==> src/design/msb_pkg.sv <==
package msb_pkg;

	localparam int DEPTH  = 64;
	localparam int DATA_W = 32;

	// broadcast to every cell in the row
	typedef struct packed {
		logic                     ins;    // insert value this cycle
		logic                     shl;    // shift whole row toward cell 0
		logic signed [DATA_W-1:0] value;  // item being inserted
	} cell_ctrl_t;

	// what a cell shows its neighbors
	typedef struct packed {
		logic                     vld;
		logic signed [DATA_W-1:0] val;
		logic                     take;   // empty, or holds a value above the new item
	} cell_link_t;

endpackage

==> src/design/msb_cell.sv <==
module msb_cell (
	input  logic               clk,
	input  logic               arst_n,
	input  msb_pkg::cell_ctrl_t ctrl,
	input  msb_pkg::cell_link_t lft,
	input  msb_pkg::cell_link_t rgt,
	output msb_pkg::cell_link_t link
);
	import msb_pkg::*;

	logic                     vld_q;
	logic signed [DATA_W-1:0] val_q;
	logic                     take;

	// strict compare keeps equal values in arrival order
	assign take = !vld_q || (val_q > ctrl.value);

	assign link.vld  = vld_q;
	assign link.val  = val_q;
	assign link.take = take;

	always_ff @(posedge clk or negedge arst_n) begin
		if (!arst_n) begin
			vld_q <= 1'b0;
		end else if (ctrl.ins) begin
			if (lft.take) begin
				vld_q <= lft.vld;
			end else if (take) begin
				vld_q <= 1'b1;
			end
		end else if (ctrl.shl) begin
			vld_q <= rgt.vld;
		end
	end

	always_ff @(posedge clk) begin
		if (ctrl.ins) begin
			if (lft.take) begin
				val_q <= lft.val;
			end else if (take) begin
				val_q <= ctrl.value;
			end
		end else if (ctrl.shl) begin
			val_q <= rgt.val;
		end
	end

endmodule

==> config.mk <==
export PLATFORM = sky130hd
export DESIGN_NAME = msb_cell
export DESIGN_NICKNAME = d
export VERILOG_FILES = /design/src/design/msb_pkg.sv /design/src/design/msb_cell.sv
export SDC_FILE = /design/constraint.sdc
export NUM_CORES = 1
export LEC_CHECK = 0
export ABC_CLOCK_PERIOD_IN_PS = 4250
export BUFFER_PORTS_ARGS = -buffer_cell sky130_fd_sc_hd__buf_2
export CAP_MARGIN = 20
export CORE_UTILIZATION = 40
export CTS_CLUSTER_DIAMETER = 80
export DETAILED_ROUTE_END_ITERATION = 12
export GPL_ROUTABILITY_DRIVEN = 0
export GPL_TIMING_DRIVEN = 0
export PLACE_DENSITY = 0.75
export SYNTH_ARGS = -nofsm -noshare
export SYNTH_HDL_FRONTEND = slang
export SYNTH_SLANG_ARGS = --single-unit
==> constraint.sdc <==
create_clock -name clk -period 4.25 [get_ports clk]
set_input_delay 0.425 -clock clk [delete_from_list [all_inputs] [get_ports clk]]
set_output_delay 0.425 -clock clk [all_outputs]
set_load 0.05 [all_outputs]
==> results of run 1 <==
==> sequential cells by signal, indices dropped and copies added, names as in the netlist <==
signal	cells
val_q	32
vld_q	1
==> report_power, final <==
part / internal (W) / total, W / switching [W]
sequential: 0.000406 / 0.000425 / 0.0000196
clock: 0.000173 / 0.000285 / 0.000112
combinational: 0.000149 / 0.000436 / 0.000288
total: 0.000727 / 0.00115 / 0.000420
==> path summary, 6_finish.rpt <==
path / start / endpoint / slack, ns
min in group asynchronous: arst_n / vld_q / 0.46
max in group asynchronous: arst_n / vld_q / 3.71
setup / recovery: val_q[27] / link[0] / 1.31
hold / removal: lft[33] / vld_q / 0.38
setup reg to reg: val_q[10] / val_q[25] / 1.33
hold reg to reg: vld_q / vld_q / 0.78
==> metrics by stage <==
stage | worst slack [ns] | hold WS (ns) | instances | TNS, ns
5_1_grt | 1.095 | 0.3812 | 496 | 0
3_3_place_gp | -0.001695 | 0.2010 | 485 | -0.02995
2_1_floorplan | 0.6595 | 0.1294 | 275 | 0
4_1_cts | 1.292 | 0.3698 | 496 | 0
6_report | 1.313 | 0.3770 | 496 | 0
3_5_place_dp | 1.161 | 0.2008 | 487 | 0
==> critical path: cells and delay by family (launching register included) <==
| kind | cells | cell delay, ns |
|---|---|---|
| compound gates | 2 | 0.24 |
| fa+ha+maj | 1 | 0.33 |
| flops | 1 | 0.39 |
| buf+inv | 2 | 0.38 |
| simple gates | 3 | 0.88 |
==> cells in the final DEF (no fill, tap or decap), drive strengths merged, types with 2 or more instances in the layout <==
cell type,synthesis,final
nor4,2,2
a21oi,46,46
nand3,6,6
inv,35,35
nand2,10,10
edfxtp,32,32
nor2,34,34
ha,32,32
buf,6,143
clkbuf,7,13
nor3,3,3
a211oi,2,2
nand4,9,9
o21ai,7,7
mux2i,32,32
==> metal layers <==
metal | routed length (µm) | vias to the layer above | share of wire | track usage
li1 | - | 1273 | - | -
met2 | 3113 | 94 | 0.47 | 0.3678
met5 | 0 | - | 0 | 0
met4 | 184 | 0 | 0.028 | 0.09825
met3 | 362 | 12 | 0.055 | 0.04396
met1 | 2940 | 1101 | 0.45 | 0.2481
==> layout make-up <==
cell class,instances,share of cell area
Clock buffer,6,0.02070
Buffer,13,0.01713
Inverter,35,0.03747
Tap cell,75,0.02677
Sequential cell,33,0.2812
Multi-Input combinational cell,194,0.4029
Clock inverter,2,0.009636
Timing Repair Buffer,138,0.2041
==> cells by family after synthesis <==
kind of cell | count (synthesis) | synth area share
flops | 33 | 0.3823
buf+inv | 48 | 0.07423
compound gates | 61 | 0.1276
fa+ha+maj | 32 | 0.1553
mux | 33 | 0.1286
simple gates | 68 | 0.1320
==> timing repair <==
item                      4_1_cts  5_1_grt
hold buffers                    1        0
setup buffers                   0        0
hold endpoints to repair        1        0
==> summary.log, run 1 <==
qor: cts.tritoncts.num_buffers 5
qor: timing.max_slew.worst_pin.slew 0.8480 ns
qor: critical_path.critPathArrivalTime 2.51 ns
qor: min_path.worst_hold_path_type primary input to flop
qor: yosys.seq_area_frac_synth 0.3823
qor: placed_design.port_buffers 135
qor: power.static-leakage-power 1.799 nW
qor: floorplanning.initial_utilization 0.4255
qor: power.vdd_drop_max 0.2259 mV
qor: cts.htree_levels 2
qor: cts.ctsRootBufferMaster clkbuf_8
qor: layout.multi_input_comb_area 0.001413 mm²
qor: critical_path.timing_worst_setup_path_type flop to output pin
qor: layout.diodes 0
qor: timing.timing.final.setup_violations 0
qor: critical_path.worst_path_largest_cell_delay 0.39 ns
qor: yosys.synth.distinct_cells 31
qor: global_routing.grt_pass1_wl 10660 µm
qor: detailed_routing.finalWirelength 6600 µm
qor: cts.post_cts_resize_count 0
qor: power.finalPower 0.001147 W
qor: yosys.syn_area 0.002579 mm²
qor: yosys.synth.most_common_cell a21oi_1
qor: critical_path.worstSetupStartpointType flop
qor: placed_design.place.detailed.hpwl 5438 µm
qor: cts.tritoncts done
qor: detailed_routing.vias 2480
qor: timing.timing.final.hold_violations 0
qor: critical_path.worstPathMaxFanout 4
qor: floorplanning.core_area 0.006061 mm²
qor: layout.area_growth 35.95%
qor: status.outcome finished, final reports clean
qor: cts.clock_path_buffers 2
qor: timing.layout_min_cycle_time 2.937 ns
qor: detailed_routing.first_pass_detailed_route_iteration_total 7
qor: yosys.synth_enable_flop_cells 32
qor: flow_run.max_cap_violations 0
qor: floorplanning.die_height 82.29 µm
qor: yosys.synth_common_cells 46 x a21oi_1, 35 x inv_1, 34 x nor2_1
qor: critical_path.crit_path_cell_trace ha_1 > nand4_1 > nor4_4 > nor3b_2 > a211oi_1 > o21ai_0 > buf_4 > buf_2
qor: min_path.holdPathStages 2
qor: yosys.ys_ff_latch 33
qor: critical_path.end_kind output pin
qor: detailed_routing.route.detailed.wl_per_inst 13.31 µm
qor: detailed_routing.drc_errors 0
qor: layout.utilization 0.5784
qor: timing.fmaxAchievable 340.5 MHz
qor: yosys.postSynthCellCount 275
qor: yosys.postSynthAreaPerCell 9.377 µm²
qor: detailed_routing.number_of_antenna_violating_nets_in_the_routed_design 0
qor: layout.ff_latch_area 985.9 µm²
qor: yosys.net_count_synth 411
qor: cts.clk-insertion-delay-late 0.29 ns
qor: layout.final_nets 556
qor: layout.layout.filler_cells 564
qor: timing.worst_case_headroom_to_the_max_slew_limit 0.4201
qor: critical_path.data_required_time_at_the_worst_endpoint 3.83 ns
qor: timing.worst_clock_skew 0.006609 ns
qor: floorplanning.floorplan.io_pins 138
qor: yosys.synth_top_cell_area_share 0.3726
qor: layout.stdcell_area 0.003506 mm²
qor: placed_design.placement.cell_area 0.003390 mm²
qor: yosys.synth_largest_area_cell edfxtp_1
qor: timing.slew_violations 0
qor: floorplanning.fp-row-count 28
qor: critical_path.reg2regPathDepth 8
qor: detailed_routing.drt_first_iter_violations 93
qor: critical_path.cpMaxStageDelayCell edfxtp_1
qor: yosys.async_flop_share 0.03030
qor: detailed_routing.route.detailed.vias_per_inst 5.000
qor: global_routing.grt_max_degree 13
qor: global_routing.grt.total_usage 0.2116
qor: cts.numClockSinks 33
qor: global_routing.antenna_found_initial 0
qor: cts.clock_pin_slew_worst_setup_and_hold_paths 0.07 ns
qor: floorplanning.design.die.area 0.006772 mm²
qor: yosys.ys_top_cells_by_area edfxtp_1 37%, ha_1 16%, mux2i_1 12%
qor: global_routing.overflow 0
qor: yosys.synth-main-ff-cell edfxtp_1
qor: timing.rsz0062_at_grt no
qor: timing.finalCritPeriodShare 0.6911
qor: yosys.yosysWarnings 0
qor: floorplanning.fp.dieW 82.29 µm
qor: layout.drive_above_1_share 0.3634
qor: power.power_per_cell_area 327.1 mW/mm²
qor: global_routing.number_of_global_route_vias_before_repair 2451
No activity file was read; power rests on OpenSTA's default activity.
==> run 2, diff against run 1 <==
- ABC_AREA: unset -> 1
- ABC_CLOCK_PERIOD_IN_PS: 4250 -> 3000
- PLACE_DENSITY: 0.75 -> 0.73
- clock period: 4.25 -> 3 ns (I/O delays scaled with it)
==> run 2 against run 1 <==
Against the previous run:
- critical path depth increased by 5
- die area decreased by 3.1%
- synthesized area decreased by 3.2%
- setup slack got worse by 1.0 ns
- power increased by 36%
- clock skew about the same
- sequential cell count unchanged
- sequential share of layout area increased by 0.97 points
- final area decreased by 3.3%
- combinational power increased by 46%
- via count increased by 0.93%
- critical path type is now flop to flop
- largest power group unchanged
==> summary.log, run 2 <==
qor: detailed_routing.number_of_antenna_violating_nets_in_the_routed_design 0
qor: detailed_routing.vias 2503
qor: placed_design.place.detailed.hpwl 5437 µm
qor: detailed_routing.first_pass_detailed_route_iteration_total 4
qor: timing.worst_clock_skew 0.006400 ns
qor: global_routing.antenna_found_initial 0
qor: critical_path.timing_worst_setup_path_type flop to flop
qor: placed_design.port_buffers 136
qor: yosys.seq_area_frac_synth 0.3948
qor: layout.biggestRegsByFlops val_q (32), vld_q (1)
qor: global_routing.grt_pass1_wl 10740 µm
qor: timing.timing.final.setup_violations 0
qor: cts.clock_path_buffers 2
qor: timing.finalCritPeriodShare 0.8970
qor: layout.layout.cells.most_common buf_2
qor: layout.final_nets 584
qor: cts.clock_pin_slew_worst_setup_and_hold_paths 0.07 ns
qor: timing.max_slew.worst_pin.slew 0.5696 ns
qor: floorplanning.fp-row-count 28
qor: detailed_routing.drc_errors 0
qor: yosys.syn_area 0.002497 mm²
qor: cts.tritoncts.num_buffers 5
qor: critical_path.worstPathMaxFanout 18
qor: timing.slew_violations 0
qor: timing.fmaxAchievable 371.6 MHz
qor: power.finalPower 0.001565 W
qor: cts.htree_levels 2
qor: flow_run.max_cap_violations 0
qor: detailed_routing.finalWirelength 6783 µm
qor: timing.layout_min_cycle_time 2.691 ns
qor: yosys.synth_largest_area_cell edfxtp_1
qor: floorplanning.die_height 81.02 µm
qor: layout.area_growth 35.72%
qor: yosys.postSynthCellCount 303
qor: global_routing.overflow 0
qor: timing.timing.final.hold_violations 0
qor: floorplanning.core_area 0.005956 mm²
qor: layout.layout_common_cells 136 x buf_2, 105 x nand2_1, 39 x inv_1, 32 x ha_1, 32 x edfxtp_1
qor: layout.layout.filler_cells 588
qor: yosys.ys_top_cells_by_area edfxtp_1 38%, ha_1 16%, nand2_1 16%
qor: power.power_per_cell_area 461.8 mW/mm²
qor: yosys.synth_common_cells 105 x nand2_1, 40 x inv_1, 32 x edfxtp_1, 32 x ha_1, 31 x o211ai_1
qor: yosys.synth.most_common_cell nand2_1
qor: yosys.ys_ff_latch 33
qor: detailed_routing.drt_first_iter_violations 65
qor: critical_path.end_kind flop
qor: timing.worst_case_headroom_to_the_max_slew_limit 0.6202
qor: layout.largest-register val_q
qor: power.vdd_drop_max 0.2567 mV
qor: yosys.synth_enable_flop_cells 32
qor: yosys.synth-main-ff-cell edfxtp_1
qor: cts.tritoncts done
qor: yosys.net_count_synth 439
qor: cts.post-cts-setup-buffer-count 0
qor: critical_path.data_required_time_at_the_worst_endpoint 3.03 ns
qor: detailed_routing.route.detailed.vias_per_inst 4.786
qor: layout.diodes 0
qor: power.static-leakage-power 1.786 nW
qor: cts.clk-insertion-delay-late 0.28 ns
qor: placed_design.number_of_cells_after_detailed_placement 515
qor: yosys.yosysWarnings 0
qor: global_routing.number_of_global_route_vias_before_repair 2388
qor: yosys.synth.distinct_cells 23
qor: global_routing.grt.total_usage 0.2195
qor: global_routing.grt_max_degree 19
qor: timing.rsz0062_at_grt no
qor: layout.drive_above_1_share 0.3616
qor: yosys.postSynthAreaPerCell 8.242 µm²
qor: layout.largest_reg_flops 32
qor: cts.numClockSinks 33
qor: floorplanning.initial_utilization 0.4193
qor: layout.layoutNonFillerInstCount 523
qor: floorplanning.fp.dieW 81.02 µm
qor: yosys.async_flop_share 0.03030
qor: critical_path.worstSetupStartpointType flop
qor: yosys.synth_top_cell_area_share 0.3848
qor: detailed_routing.route.detailed.wl_per_inst 12.97 µm
qor: min_path.worst_hold_path_type primary input to flop
qor: critical_path.critPathArrivalTime 2.72 ns
qor: cts.ctsRootBufferMaster clkbuf_8
qor: status.outcome finished, final reports clean
qor: floorplanning.design.die.area 0.006563 mm²
qor: floorplanning.floorplan.io_pins 138
==> run 2: cell count changes after synthesis, sizes merged, moves of 9 or more <==
cell    change
a21oi      -33
inv        +10
mux2i      -32
nand2     +100
nand4       -9
nor2       -22
o211ai     +31
==> run 2: cell type report <==
cell class	count	area (µm²)	area share
clock buffer	6	72.57	0.02141
buffer	11	48.80	0.01440
inverter	45	172.7	0.05094
sequential	33	985.9	0.2909
multi-input combinational	214	1294	0.3817
clock inverter	1	3.754	0.001107
timing repair buffer	138	718.2	0.2119
tap	75	93.84	0.02769
==> run 2: worst paths after layout <==
path                           start   endpoint  slack [ns]  cells after the start
min reg2reg                    vld_q      vld_q        0.57                      2
max in group asynchronous     arst_n      vld_q        2.60                      2
min                           lft[1]   val_q[0]        0.31                      3
min in group asynchronous     arst_n      vld_q        0.32                      2
max                        val_q[31]  val_q[15]        0.31                     13
max reg2reg                val_q[31]  val_q[15]        0.31                     13
==> run 2: per-layer routing <==
layer	GRT usage	vias to the layer above	share of wire
met5	0	-	0
met4	0.07143	0	0.0096
met3	0.04382	4	0.051
met2	0.3899	88	0.51
met1	0.2637	1111	0.43
li1	-	1300	-
==> run 2: worst max-delay path, cell delays in order, from the launching register on <==
cell and delay [ns]:
edfxtp_1 0.41, ha_1 0.35, nand2_1 0.09, nor2_2 0.15, nand2_2 0.08, nor3b_2 0.21, nand2_1 0.11, nand3_1 0.08
nand2_1 0.07, nand2_2 0.08, nand3_2 0.08, nand2_2 0.09, clkinvlp_4 0.34, buf_16 0.30
==> run 2: cells by family (layout without fill, tap and decap cells) <==
family	count (synthesis)	count (layout)	synth area share
and+or+nand+nor	133	133	0.2199
buffers and inverters	56	201	0.08717
AOI/OAI and AO/OA	49	49	0.1378
DFF	33	33	0.3948
adders and majority gates	32	32	0.1603
==> run 2: power by group <==
| group | switching (W) | internal, W |
|---|---|---|
| logic | 0.000428 | 0.000208 |
| registers | 0.0000329 | 0.000579 |
| clock network | 0.000161 | 0.000157 |
| total | 0.000621 | 0.000944 |
==> run 2: stage by stage <==
| step | setup WS (ns) | hold WS (ns) | setup TNS (ns) | util | cell area [µm²] |
|---|---|---|---|---|---|
| 2_1_floorplan | 0.1100 | 0.004409 | 0 | - | 2497 |
| 3_3_place_gp | -0.08712 | 0.07566 | -2.747 | 0.5494 | 3272 |
| 3_5_place_dp | 0.1118 | 0.07569 | 0 | 0.5540 | 3299 |
| 4_1_cts | 0.1264 | 0.2996 | 0 | 0.5685 | 3386 |
| 5_1_grt | 0.09182 | 0.3052 | 0 | 0.5691 | 3390 |
| 6_report | 0.3090 | 0.3052 | 0 | 0.5691 | 3390 |
==> run 2: repair_timing <==
action                                  CTS  global route
endpoints found under the setup margin    0            18
resized for setup                         0             1
hold buffers                              1             0
endpoints found under the hold margin     1             0
